==> config.mk <==
export PLATFORM = sky130hd
export DESIGN_NAME = sorted_triple_group_aggregator
export DESIGN_NICKNAME = d
export VERILOG_FILES = /design/src/design/stga_pkg.sv /design/src/design/sorted_triple_group_aggregator.sv /design/src/design/stga_front.sv /design/src/design/stga_queue.sv /design/src/design/stga_back.sv
export SDC_FILE = /design/constraint.sdc
export NUM_CORES = 2
export LEC_CHECK = 0
export BUFFER_PORTS_ARGS = -buffer_cell sky130_fd_sc_hd__buf_2
export CELL_PAD_IN_SITES_DETAIL_PLACEMENT = 2
export CELL_PAD_IN_SITES_GLOBAL_PLACEMENT = 2
export CORE_MARGIN = 5
export CORE_UTILIZATION = 35
export CTS_BUF_LIST = sky130_fd_sc_hd__clkbuf_4 sky130_fd_sc_hd__clkbuf_8 sky130_fd_sc_hd__clkbuf_16
export DETAILED_ROUTE_END_ITERATION = 7
export PLACE_DENSITY = 0.66
export SYNTH_ARGS = -nofsm -noshare
export SYNTH_HDL_FRONTEND = slang
export SYNTH_SLANG_ARGS = --single-unit
==> constraint.sdc <==
create_clock -name clock -period 28.2 [get_ports clock]
set_input_delay 5.64 -clock clock [delete_from_list [all_inputs] [get_ports clock]]
set_output_delay 5.64 -clock clock [all_outputs]
set_load 0.01 [all_outputs]
==> src/design/stga_pkg.sv <==
package stga_pkg;

   // field widths
   localparam int unsigned ID_W    = 32;
   localparam int unsigned CNT_W   = 32;
   localparam int unsigned CHUNK_W = 16;
   localparam int unsigned KIND_W  = 2;

   // result slots that one item can produce, in output order
   localparam int unsigned NUM_SLOTS = 8;
   localparam int unsigned SLOT_W    = $clog2(NUM_SLOTS);

   localparam logic [SLOT_W-1:0] SLOT_OLD_CHUNK  = SLOT_W'(0);
   localparam logic [SLOT_W-1:0] SLOT_OLD_SUBJ   = SLOT_W'(1);
   localparam logic [SLOT_W-1:0] SLOT_OLD_PRED   = SLOT_W'(2);
   localparam logic [SLOT_W-1:0] SLOT_ELEM       = SLOT_W'(3);
   localparam logic [SLOT_W-1:0] SLOT_EARLY_CHNK = SLOT_W'(4);
   localparam logic [SLOT_W-1:0] SLOT_LAST_CHUNK = SLOT_W'(5);
   localparam logic [SLOT_W-1:0] SLOT_LAST_SUBJ  = SLOT_W'(6);
   localparam logic [SLOT_W-1:0] SLOT_LAST_PRED  = SLOT_W'(7);

   // register reset and queue sizing
   localparam logic [CHUNK_W-1:0] CHUNK_LIMIT_RESET = CHUNK_W'(2000);
   localparam int unsigned        QUEUE_DEPTH_DEF   = 4;

   typedef enum logic [KIND_W-1:0] {
      KIND_ELEM  = 2'd0,
      KIND_CHUNK = 2'd1,
      KIND_SUBJ  = 2'd2,
      KIND_PRED  = 2'd3
   } kind_type;

   // one classified item: which slots fire and the values they carry
   typedef struct packed {
      logic [NUM_SLOTS-1:0] mask;
      logic [ID_W-1:0]      old_pred;
      logic [ID_W-1:0]      old_subj;
      logic [ID_W-1:0]      pred;
      logic [ID_W-1:0]      subj;
      logic [ID_W-1:0]      obj;
      logic [CHUNK_W-1:0]   old_chunk;
      logic [CNT_W-1:0]     old_group;
      logic [CNT_W-1:0]     old_dist;
      logic [CNT_W-1:0]     unique_cnt;
      logic [CHUNK_W-1:0]   early_chunk;
      logic [CHUNK_W-1:0]   last_chunk;
      logic [CNT_W-1:0]     last_group;
      logic [CNT_W-1:0]     last_dist;
   } cmd_type;

   function automatic logic [CNT_W-1:0] sat_inc(input logic [CNT_W-1:0] v);
      sat_inc = (v == '1) ? v : v + CNT_W'(1);
   endfunction

endpackage

==> src/design/sorted_triple_group_aggregator.sv <==
// results pass the command queue, the back end command register and the output register
// throughput: one result per cycle unless stalled; an item keeps the back end until done
// the front end takes one item per cycle until the QUEUE_DEPTH command queue fills
// items that give no result (duplicates) use no queue entry
// reset is synchronous, clears all stream state and sets chunk_limit to 2000
module sorted_triple_group_aggregator
   import stga_pkg::*;
#(
   parameter int unsigned QUEUE_DEPTH = QUEUE_DEPTH_DEF
) (
   input  logic               clock,
   input  logic               reset,
   input  logic               req_valid,
   output logic               req_stall,
   input  logic [ID_W-1:0]    req_pred_id,
   input  logic [ID_W-1:0]    req_subj_id,
   input  logic [ID_W-1:0]    req_obj_id,
   input  logic               req_last_item,
   output logic               rsp_valid,
   input  logic               rsp_stall,
   output logic [KIND_W-1:0]  rsp_kind,
   output logic [ID_W-1:0]    rsp_out_pred,
   output logic [ID_W-1:0]    rsp_out_subj,
   output logic [ID_W-1:0]    rsp_out_obj,
   output logic [CNT_W-1:0]   rsp_count,
   output logic               rsp_last_result,
   input  logic               csr_valid,
   output logic               csr_ready,
   input  logic [CHUNK_W-1:0] csr_chunk_limit
);

   logic    q_full;
   logic    q_empty;
   logic    q_push;
   logic    q_pop;
   logic    accept;
   cmd_type push_cmd;
   cmd_type head_cmd;

   // input transfer while the queue has room
   assign req_stall = q_full;
   assign accept    = req_valid && !q_full;
   assign csr_ready = 1'b1;

   stga_front u_front (
      .clock           (clock),
      .reset           (reset),
      .accept          (accept),
      .req_pred_id     (req_pred_id),
      .req_subj_id     (req_subj_id),
      .req_obj_id      (req_obj_id),
      .req_last_item   (req_last_item),
      .csr_write       (csr_valid),
      .csr_chunk_limit (csr_chunk_limit),
      .push            (q_push),
      .cmd             (push_cmd)
   );

   stga_queue #(
      .DEPTH (QUEUE_DEPTH)
   ) u_queue (
      .clock     (clock),
      .reset     (reset),
      .push      (q_push),
      .push_data (push_cmd),
      .pop       (q_pop),
      .full      (q_full),
      .empty     (q_empty),
      .head      (head_cmd)
   );

   stga_back u_back (
      .clock           (clock),
      .reset           (reset),
      .q_empty         (q_empty),
      .q_head          (head_cmd),
      .q_pop           (q_pop),
      .rsp_valid       (rsp_valid),
      .rsp_stall       (rsp_stall),
      .rsp_kind        (rsp_kind),
      .rsp_out_pred    (rsp_out_pred),
      .rsp_out_subj    (rsp_out_subj),
      .rsp_out_obj     (rsp_out_obj),
      .rsp_count       (rsp_count),
      .rsp_last_result (rsp_last_result)
   );

endmodule

==> src/design/stga_front.sv <==
module stga_front
   import stga_pkg::*;
(
   input  logic               clock,
   input  logic               reset,
   input  logic               accept,
   input  logic [ID_W-1:0]    req_pred_id,
   input  logic [ID_W-1:0]    req_subj_id,
   input  logic [ID_W-1:0]    req_obj_id,
   input  logic               req_last_item,
   input  logic               csr_write,
   input  logic [CHUNK_W-1:0] csr_chunk_limit,
   output logic               push,
   output cmd_type            cmd
);

   logic               started_ff, started_in;
   logic [ID_W-1:0]    cur_pred_ff, cur_pred_in;
   logic [ID_W-1:0]    cur_subj_ff, cur_subj_in;
   logic               prev_valid_ff, prev_valid_in;
   logic [ID_W-1:0]    prev_pred_ff, prev_pred_in;
   logic [ID_W-1:0]    prev_subj_ff, prev_subj_in;
   logic [ID_W-1:0]    prev_oid_ff, prev_oid_in;
   logic [CNT_W-1:0]   group_ff, group_in;
   logic [CHUNK_W-1:0] chunk_ff, chunk_in;
   logic [CNT_W-1:0]   dist_ff, dist_in;
   logic [CNT_W-1:0]   unique_ff, unique_in;
   logic [CHUNK_W-1:0] limit_ff;

   logic               pred_chg;
   logic               subj_chg;
   logic               dup;
   logic               early;
   logic [CHUNK_W-1:0] chunk_a, chunk_b, chunk_c;
   logic [CNT_W-1:0]   group_a, group_b;
   logic [CNT_W-1:0]   dist_a;
   logic [CNT_W-1:0]   unique_b;

   // classify the item and work out the counters after each step
   always_comb begin
      pred_chg = started_ff && (req_pred_id != cur_pred_ff);
      subj_chg = started_ff && !pred_chg && (req_subj_id != cur_subj_ff);
      dup      = prev_valid_ff && (prev_pred_ff == req_pred_id) &&
                 (prev_subj_ff == req_subj_id) && (prev_oid_ff == req_obj_id);

      // group closes
      chunk_a = pred_chg ? '0 : chunk_ff;
      group_a = (pred_chg || subj_chg) ? '0 : group_ff;
      dist_a  = pred_chg ? CNT_W'(1) : (subj_chg ? sat_inc(dist_ff) : dist_ff);

      // element
      unique_b = dup ? unique_ff : sat_inc(unique_ff);
      group_b  = dup ? group_a : sat_inc(group_a);
      chunk_b  = (dup || chunk_a == '1) ? chunk_a : chunk_a + CHUNK_W'(1);
      early    = !dup && (chunk_b >= limit_ff);
      chunk_c  = early ? '0 : chunk_b;

      // command for the back end
      cmd.mask                  = '0;
      cmd.mask[SLOT_OLD_CHUNK]  = pred_chg;
      cmd.mask[SLOT_OLD_SUBJ]   = pred_chg || subj_chg;
      cmd.mask[SLOT_OLD_PRED]   = pred_chg;
      cmd.mask[SLOT_ELEM]       = !dup;
      cmd.mask[SLOT_EARLY_CHNK] = early;
      cmd.mask[SLOT_LAST_CHUNK] = req_last_item;
      cmd.mask[SLOT_LAST_SUBJ]  = req_last_item;
      cmd.mask[SLOT_LAST_PRED]  = req_last_item;
      cmd.old_pred    = cur_pred_ff;
      cmd.old_subj    = cur_subj_ff;
      cmd.pred        = req_pred_id;
      cmd.subj        = req_subj_id;
      cmd.obj         = req_obj_id;
      cmd.old_chunk   = chunk_ff;
      cmd.old_group   = group_ff;
      cmd.old_dist    = dist_ff;
      cmd.unique_cnt  = unique_b;
      cmd.early_chunk = chunk_b;
      cmd.last_chunk  = chunk_c;
      cmd.last_group  = group_b;
      cmd.last_dist   = dist_a;

      push = accept && (cmd.mask != '0);

      // next state
      started_in    = started_ff;
      cur_pred_in   = cur_pred_ff;
      cur_subj_in   = cur_subj_ff;
      prev_valid_in = prev_valid_ff;
      prev_pred_in  = prev_pred_ff;
      prev_subj_in  = prev_subj_ff;
      prev_oid_in   = prev_oid_ff;
      group_in      = group_ff;
      chunk_in      = chunk_ff;
      dist_in       = dist_ff;
      unique_in     = unique_ff;
      if (accept) begin
         if (req_last_item) begin
            started_in    = 1'b0;
            cur_pred_in   = '0;
            cur_subj_in   = '0;
            prev_valid_in = 1'b0;
            prev_pred_in  = '0;
            prev_subj_in  = '0;
            prev_oid_in   = '0;
            group_in      = '0;
            chunk_in      = '0;
            dist_in       = CNT_W'(1);
            unique_in     = '0;
         end else begin
            started_in  = 1'b1;
            cur_pred_in = req_pred_id;
            cur_subj_in = req_subj_id;
            if (!dup) begin
               prev_valid_in = 1'b1;
               prev_pred_in  = req_pred_id;
               prev_subj_in  = req_subj_id;
               prev_oid_in   = req_obj_id;
            end
            group_in  = group_b;
            chunk_in  = chunk_c;
            dist_in   = dist_a;
            unique_in = unique_b;
         end
      end
   end

   // stream state and chunk limit register
   always_ff @(posedge clock) begin
      if (reset) begin
         started_ff    <= 1'b0;
         cur_pred_ff   <= '0;
         cur_subj_ff   <= '0;
         prev_valid_ff <= 1'b0;
         prev_pred_ff  <= '0;
         prev_subj_ff  <= '0;
         prev_oid_ff   <= '0;
         group_ff      <= '0;
         chunk_ff      <= '0;
         dist_ff       <= CNT_W'(1);
         unique_ff     <= '0;
         limit_ff      <= CHUNK_LIMIT_RESET;
      end else begin
         started_ff    <= started_in;
         cur_pred_ff   <= cur_pred_in;
         cur_subj_ff   <= cur_subj_in;
         prev_valid_ff <= prev_valid_in;
         prev_pred_ff  <= prev_pred_in;
         prev_subj_ff  <= prev_subj_in;
         prev_oid_ff   <= prev_oid_in;
         group_ff      <= group_in;
         chunk_ff      <= chunk_in;
         dist_ff       <= dist_in;
         unique_ff     <= unique_in;
         if (csr_write) begin
            limit_ff <= csr_chunk_limit;
         end
      end
   end

endmodule

==> src/design/stga_queue.sv <==
module stga_queue
   import stga_pkg::*;
#(
   parameter int unsigned DEPTH = QUEUE_DEPTH_DEF
) (
   input  logic    clock,
   input  logic    reset,
   input  logic    push,
   input  cmd_type push_data,
   input  logic    pop,
   output logic    full,
   output logic    empty,
   output cmd_type head
);

   localparam int unsigned PTR_W = (DEPTH > 1) ? $clog2(DEPTH) : 1;
   localparam int unsigned CNT_W_Q = $clog2(DEPTH + 1);
   localparam logic [PTR_W-1:0] LAST_PTR = PTR_W'(DEPTH - 1);

   cmd_type              entry_ff [DEPTH];
   logic [PTR_W-1:0]     wr_ptr_ff, wr_ptr_in;
   logic [PTR_W-1:0]     rd_ptr_ff, rd_ptr_in;
   logic [CNT_W_Q-1:0]   fill_ff, fill_in;

   assign full  = (fill_ff == CNT_W_Q'(DEPTH));
   assign empty = (fill_ff == '0);
   assign head  = entry_ff[rd_ptr_ff];

   // pointer and fill count update
   always_comb begin
      wr_ptr_in = wr_ptr_ff;
      rd_ptr_in = rd_ptr_ff;
      fill_in   = fill_ff;
      if (push) begin
         wr_ptr_in = (wr_ptr_ff == LAST_PTR) ? '0 : wr_ptr_ff + PTR_W'(1);
      end
      if (pop) begin
         rd_ptr_in = (rd_ptr_ff == LAST_PTR) ? '0 : rd_ptr_ff + PTR_W'(1);
      end
      if (push && !pop) begin
         fill_in = fill_ff + CNT_W_Q'(1);
      end else if (pop && !push) begin
         fill_in = fill_ff - CNT_W_Q'(1);
      end
   end

   always_ff @(posedge clock) begin
      if (reset) begin
         wr_ptr_ff <= '0;
         rd_ptr_ff <= '0;
         fill_ff   <= '0;
      end else begin
         wr_ptr_ff <= wr_ptr_in;
         rd_ptr_ff <= rd_ptr_in;
         fill_ff   <= fill_in;
      end
   end

   // entry storage
   always_ff @(posedge clock) begin
      if (push) begin
         entry_ff[wr_ptr_ff] <= push_data;
      end
   end

endmodule

==> src/design/stga_back.sv <==
module stga_back
   import stga_pkg::*;
(
   input  logic               clock,
   input  logic               reset,
   input  logic               q_empty,
   input  cmd_type            q_head,
   output logic               q_pop,
   output logic               rsp_valid,
   input  logic               rsp_stall,
   output logic [KIND_W-1:0]  rsp_kind,
   output logic [ID_W-1:0]    rsp_out_pred,
   output logic [ID_W-1:0]    rsp_out_subj,
   output logic [ID_W-1:0]    rsp_out_obj,
   output logic [CNT_W-1:0]   rsp_count,
   output logic               rsp_last_result
);

   cmd_type              cur_ff, cur_in;
   logic [NUM_SLOTS-1:0] mask_ff, mask_in;
   logic                 valid_ff, valid_in;
   kind_type             kind_ff, kind_in;
   logic [ID_W-1:0]      pred_ff, pred_in;
   logic [ID_W-1:0]      subj_ff, subj_in;
   logic [ID_W-1:0]      obj_ff, obj_in;
   logic [CNT_W-1:0]     count_ff, count_in;
   logic                 last_ff, last_in;

   logic                 out_free;
   logic                 emit;
   logic [SLOT_W-1:0]    sel;
   logic [NUM_SLOTS-1:0] rest;
   logic [NUM_SLOTS-1:0] remain;

   // lowest pending slot goes out next
   always_comb begin
      sel = '0;
      for (int i = NUM_SLOTS - 1; i >= 0; i--) begin
         if (mask_ff[i]) begin
            sel = SLOT_W'(i);
         end
      end
      rest = mask_ff & ~(NUM_SLOTS'(1) << sel);
   end

   // slot to record
   always_comb begin
      kind_in  = KIND_CHUNK;
      pred_in  = cur_ff.pred;
      subj_in  = '0;
      obj_in   = '0;
      count_in = '0;
      case (sel)
         SLOT_OLD_CHUNK: begin
            pred_in  = cur_ff.old_pred;
            count_in = CNT_W'(cur_ff.old_chunk);
         end
         SLOT_OLD_SUBJ: begin
            kind_in  = KIND_SUBJ;
            pred_in  = cur_ff.old_pred;
            subj_in  = cur_ff.old_subj;
            count_in = cur_ff.old_group;
         end
         SLOT_OLD_PRED: begin
            kind_in  = KIND_PRED;
            pred_in  = cur_ff.old_pred;
            count_in = cur_ff.old_dist;
         end
         SLOT_ELEM: begin
            kind_in  = KIND_ELEM;
            subj_in  = cur_ff.subj;
            obj_in   = cur_ff.obj;
            count_in = cur_ff.unique_cnt;
         end
         SLOT_EARLY_CHNK: begin
            count_in = CNT_W'(cur_ff.early_chunk);
         end
         SLOT_LAST_CHUNK: begin
            count_in = CNT_W'(cur_ff.last_chunk);
         end
         SLOT_LAST_SUBJ: begin
            kind_in  = KIND_SUBJ;
            subj_in  = cur_ff.subj;
            count_in = cur_ff.last_group;
         end
         SLOT_LAST_PRED: begin
            kind_in  = KIND_PRED;
            count_in = cur_ff.last_dist;
         end
         default: begin
            kind_in = KIND_CHUNK;
         end
      endcase
      last_in = (rest == '0);
   end

   // sequencing and output register handshake
   always_comb begin
      out_free = !valid_ff || !rsp_stall;
      emit     = out_free && (mask_ff != '0);
      remain   = emit ? rest : mask_ff;
      q_pop    = !q_empty && (remain == '0);
      mask_in  = q_pop ? q_head.mask : remain;
      cur_in   = q_pop ? q_head : cur_ff;
      valid_in = emit ? 1'b1 : (out_free ? 1'b0 : valid_ff);
   end

   always_ff @(posedge clock) begin
      if (reset) begin
         mask_ff  <= '0;
         valid_ff <= 1'b0;
      end else begin
         mask_ff  <= mask_in;
         valid_ff <= valid_in;
      end
   end

   // payload registers
   always_ff @(posedge clock) begin
      cur_ff <= cur_in;
      if (emit) begin
         kind_ff  <= kind_in;
         pred_ff  <= pred_in;
         subj_ff  <= subj_in;
         obj_ff   <= obj_in;
         count_ff <= count_in;
         last_ff  <= last_in;
      end
   end

   assign rsp_valid       = valid_ff;
   assign rsp_kind        = kind_ff;
   assign rsp_out_pred    = pred_ff;
   assign rsp_out_subj    = subj_ff;
   assign rsp_out_obj     = obj_ff;
   assign rsp_count       = count_ff;
   assign rsp_last_result = last_ff;

`ifndef NO_ASSERTIONS
   // a command taken from the queue always has work in it
   a_pop_nonempty: assert property (@(posedge clock) disable iff (reset)
      q_pop |=> (mask_ff != '0))
      else $error("popped command carries no result slots");

   // only element records carry an object
   a_obj_only_elem: assert property (@(posedge clock) disable iff (reset)
      (valid_ff && kind_ff != KIND_ELEM) |-> (obj_ff == '0))
      else $error("non-element record carries an object");

   // an element always has a non-zero running total
   a_elem_count: assert property (@(posedge clock) disable iff (reset)
      (valid_ff && kind_ff == KIND_ELEM) |-> (count_ff != '0))
      else $error("element record with zero running total");

   // the queue is never popped while a record of the current command waits
   a_pop_after_done: assert property (@(posedge clock) disable iff (reset)
      (q_pop && emit) |-> (rest == '0))
      else $error("command replaced before all its records went out");
`endif

endmodule

==> impl.org <==
** Clock tree
- Clock tree synthesis found a total of 2299 sinks.
- Number of setup buffers added after CTS :: 0
- Worst-skew pair later-pin latency :: 900 ps
- TritonCTS built the clock tree.
- Number of buffers added to fix hold violations after cts :: 0
- The number of clock buffers added by TritonCTS is 235.
- The H-tree generated during clock tree synthesis spans 4 levels.
- Post-CTS sizing :: 0
- Worst-case clock buffer depth :: 3
- Clock tree root buffer cell :: sky130_fd_sc_hd__clkbuf_16
- Clock-pin slew was measured on the worst setup and hold paths at 60 ps.

** Job
- Maxcap violations :: 0

** Layout
- For this run, the post-layout net count is 5396.
- Sequential Area :: 66000 um^2
- Of the cells placed in the final design, the portion with a size suffix greater than 1 is 0.227.
- Layout-stage area growth over the synthesis result :: 15.2%
- After filler insertion, the fill cell instance count of the layout stands at 24000.
- Area of combinational cells with multiple inputs :: 21300 um^2
- With fillers left out, the area of the finished cells amounts to 102000 um^2.
- Non-filler instance count after layout :: 8823
- Layout Utilization :: 0.405

** Placement
- Hpwl dp :: 166000 um
- Placed Cells incl. Taps :: 8362
- DP Area :: 93700 um^2
- Before CTS, the worst setup slack after placement is 15070 ps.
- Global placement routability congestion :: 0.794
- Input and output buffers added on the ports amount to 250.

** Status
- Outcome :: finished clean

** Critical path
- On the worst path, the slowest cell contributes a delay of 970 ps.
- CP arrival :: 12970 ps
- Number of cell instances on the worst register-to-register path :: 23
- Along the worst path, the maximum fanout reaches 26.
- Critical path class :: in2reg
- End of the worst register-to-register path :: u_queue.entry_ff[2][77]
- WP data required :: 28850 ps
- STA classifies the critical path endpoint as a flop.
- The worst setup path is launched from a primary input.
- On the critical path, the stage with the largest delay is an instance of sky130_fd_sc_hd__nor4_1.
- Reg-to-reg setup timing slack :: 20270 ps
- The signal on the critical path passes through buf_2, xor2_1, nor4_1, and4_1, a21boi_4, buf_4, nor2b_1, ha_1, and3_1, nand2_1, nor3_1, nor2_1, nand3_1, o21ai_0, a21oi_1, ha_1, a21o_1, a21o_1, a21oi_1, o21ai_0, a21o_1, and2_1, or2_0, a21oi_1.
- In this run the critical register-to-register path is launched from u_front.cur_pred_ff[28].

** Logic synthesis
- By instance count, the leading cell after synthesis is sky130_fd_sc_hd__edfxtp_1.
- Synthesized net count :: 5083
- Count of distinct cell types in the synthesized netlist :: 87
- Of the synthesized area, sequential elements account for 0.746.
- After synthesis the netlist holds a flip-flop and latch count of 2299.
- Post-synth EDFFs :: 1991
- Share of flip-flops with an asynchronous set or reset after synthesis :: 0
- Of all cell types, the one taking the most synthesized area is sky130_fd_sc_hd__edfxtp_1.
- Commonest cells in the synthesized netlist :: sky130_fd_sc_hd__edfxtp_1 (1991), sky130_fd_sc_hd__mux4_2 (395), sky130_fd_sc_hd__nor2_1 (340)
- Count of warnings emitted by yosys :: 0
- Synthesis produced 4938 cells.
- In the synthesized netlist the dominant register cell turns out to be sky130_fd_sc_hd__edfxtp_1.
- Of the post-synthesis cell area, the dominant cell type holds 0.676.
- Post-synthesis average cell area :: 17.9 um^2
- Post-synthesis cell area :: 88400 um^2
- Most area-consuming cells after synthesis :: sky130_fd_sc_hd__edfxtp_1 (68%), sky130_fd_sc_hd__mux4_2 (10%), sky130_fd_sc_hd__dfxtp_1 (7.0%)

** Power and ir drop
- In this run the power density over the cells is 103 nW/um^2.
- Largest vdd supply drop :: 0.136 mV
- Summing internal, switching and leakage power gives 10.5 mW.
- The analysis attributes to cell leakage a power of 33.7 nW.

** Timing
- Least-Margin Pin Slew :: 1360 ps
- The worst path in the final design needs a cycle of 12320 ps, including I/O delays and setup.
- Static timing analysis puts the maximum clock frequency at 81.2 MHz.
- Across the routed clock network, the largest skew measured is 80.9 ps.
- Number of setup violations in the final report :: 0
- Hold slack final :: 499 ps
- The number of max-slew violations in the final report is 0.
- Dividing the final minimum period by the clock period gives 0.437.
- Setup repair after global routing left no endpoint under its margin.
- Final critical-path setup slack :: 15880 ps
- Measured against its own limit, the worst slew margin works out to 0.0892.
- Hold Violations, Final :: 0
- After routing, the total negative slack on setup checks comes to 0 ps.

** Min path
- The path class of the tightest hold or removal check is reg2reg.
- The worst hold path begins at u_front.limit_ff[3].
- End of the worst hold path :: u_front.limit_ff[3]
- Worst hold stages :: 2

** Die
- For this configuration, the core starts out at a cell density of 0.352.
- X dimension of the die :: 513 um
- Ports :: 252
- Num rows :: 184
- Die area :: 263000 um^2
- In this run the vertical extent of the chip is 513 um.
- The floorplan step defined a core boundary enclosing 251000 um^2.

** Routing
- The detailed router placed 48200 vias in this run.
- Detailed Routing Iterations Pass 1 :: 5
- Residual DRC :: 0
- Detailed Route WL :: 267000 um
- Count of antenna-violating nets left after detailed routing :: 0
- Post-DR vias/cell :: 5.47
- Dividing the detail-routed wire length by the instance count gives 30.3 um.
- The first routing iteration left 4431 violations.

** GRT
- Largest net degree at the start of global routing :: 137
- Wire length of the first global-routing pass :: 386000 um
- The number of antenna violations at the first check in global routing was 36.
- In the global route stage, overall resource usage came out at 0.200.
- Total global routing overflow :: 0
- Number of global-route vias before repair :: 52400
critical path, delay by kind of cell:
family	cells	cell delay [ps]
xor gates and xnor gates	1	220
and+or+nand+nor	10	3940
AOI/OAI and AO/OA	9	2110
buffers and inverters	2	430
adders and majority gates	2	540
flip-flops by register name, summed over array words and instances (netlist names), 3 cells and up, named ones only:
register / cells
u_queue.entry_ff: 1492
u_back.cur_ff: 368
u_back.rsp_count: 32
u_back.rsp_out_obj: 32
u_back.rsp_out_pred: 32
u_back.rsp_out_subj: 32
u_front.cur_pred_ff: 32
u_front.cur_subj_ff: 32
u_front.dist_ff: 32
u_front.group_ff: 32
u_front.prev_oid_ff: 32
u_front.prev_pred_ff: 32
u_front.prev_subj_ff: 32
u_front.unique_ff: 32
u_front.chunk_ff: 16
u_front.limit_ff: 16
u_back.mask_ff: 8
u_queue.fill_ff: 3
worst max path at each step:
stage | slack (ps) | from | to
6_report | 15880 | req_pred_id[28] | u_queue.entry_ff[2][77]
5_1_grt | 15520 | req_pred_id[28] | u_queue.entry_ff[2][77]
4_1_cts | 15990 | req_pred_id[28] | u_queue.entry_ff[2][77]
3_5_place_dp | 15070 | req_pred_id[28] | u_queue.entry_ff[0][77]
3_3_place_gp | 15350 | req_pred_id[28] | u_queue.entry_ff[0][77]
2_1_floorplan | 8610 | rsp_stall | u_queue.fill_ff[2]
final cells by class:
| type | count | share of cell area |
|---|---|---|
| diodes | 13 | 0.000319 |
| clock buffers | 309 | 0.0646 |
| clock inverters | 139 | 0.0148 |
| inverters | 67 | 0.00247 |
| multi-input cells | 2312 | 0.209 |
| flip-flops and latches | 2299 | 0.648 |
| well taps | 3348 | 0.0411 |
| repair buffers | 336 | 0.0197 |
cell usage in the layout (no fill, tap or decap), drive strengths merged, types with 11 or more instances in the layout:
| master | synthesis | layout |
|---|---|---|
| o31ai | 16 | 16 |
| a22oi | 132 | 132 |
| nor3 | 40 | 40 |
| nand2 | 149 | 149 |
| buf | 95 | 336 |
| or3 | 30 | 30 |
| nor2b | 18 | 18 |
| and2 | 23 | 23 |
| diode | 0 | 13 |
| bufinv | 0 | 23 |
| nor2 | 340 | 340 |
| clkinv | 0 | 104 |
| ha | 26 | 26 |
| mux2 | 35 | 35 |
| inv | 67 | 72 |
| a21oi | 151 | 151 |
| and4 | 15 | 15 |
| a21o | 16 | 16 |
| or4 | 11 | 11 |
| edfxtp | 1991 | 1991 |
| xor2 | 103 | 103 |
| a31oi | 63 | 63 |
| xnor2 | 147 | 147 |
| clkbuf | 165 | 309 |
| nor4 | 45 | 45 |
| and3 | 120 | 120 |
| mux4 | 395 | 395 |
| nand3 | 70 | 70 |
| dfxtp | 308 | 308 |
| nand4 | 72 | 72 |
| nand2b | 21 | 21 |
| a22o | 52 | 52 |
| o211ai | 14 | 14 |
| o21ai | 76 | 76 |
| mux2i | 26 | 26 |
power by group:
group	switching [mW]	internal, mW	total, mW
registers	0.263	4.61	4.87
logic	1.60	0.774	2.38
clock network	1.36	1.86	3.22
total	3.22	7.24	10.5
cells by family (layout without fill, tap and decap cells):
group                      count (synthesis)  after routing  synth area share
buffers and inverters                    327            851            0.0145
muxes                                    456            456             0.108
adders and majority gates                 28             28           0.00402
other                                      1             14         0.0000424
xor gates and xnor gates                 250            250            0.0248
and+or+nand+nor                          981            981            0.0567
DFF                                     2299           2299             0.746
AOI/OAI and AO/OA                        596            596            0.0458
layer usage:
layer,vias up,track usage,part of all wire
li1,20400,-,-
met1,26200,0.279,0.44
met4,6,0.0495,0.022
met2,1320,0.331,0.49
met5,-,0,0.00019
met3,345,0.0277,0.048
Power figures use the tool's default switching activity.
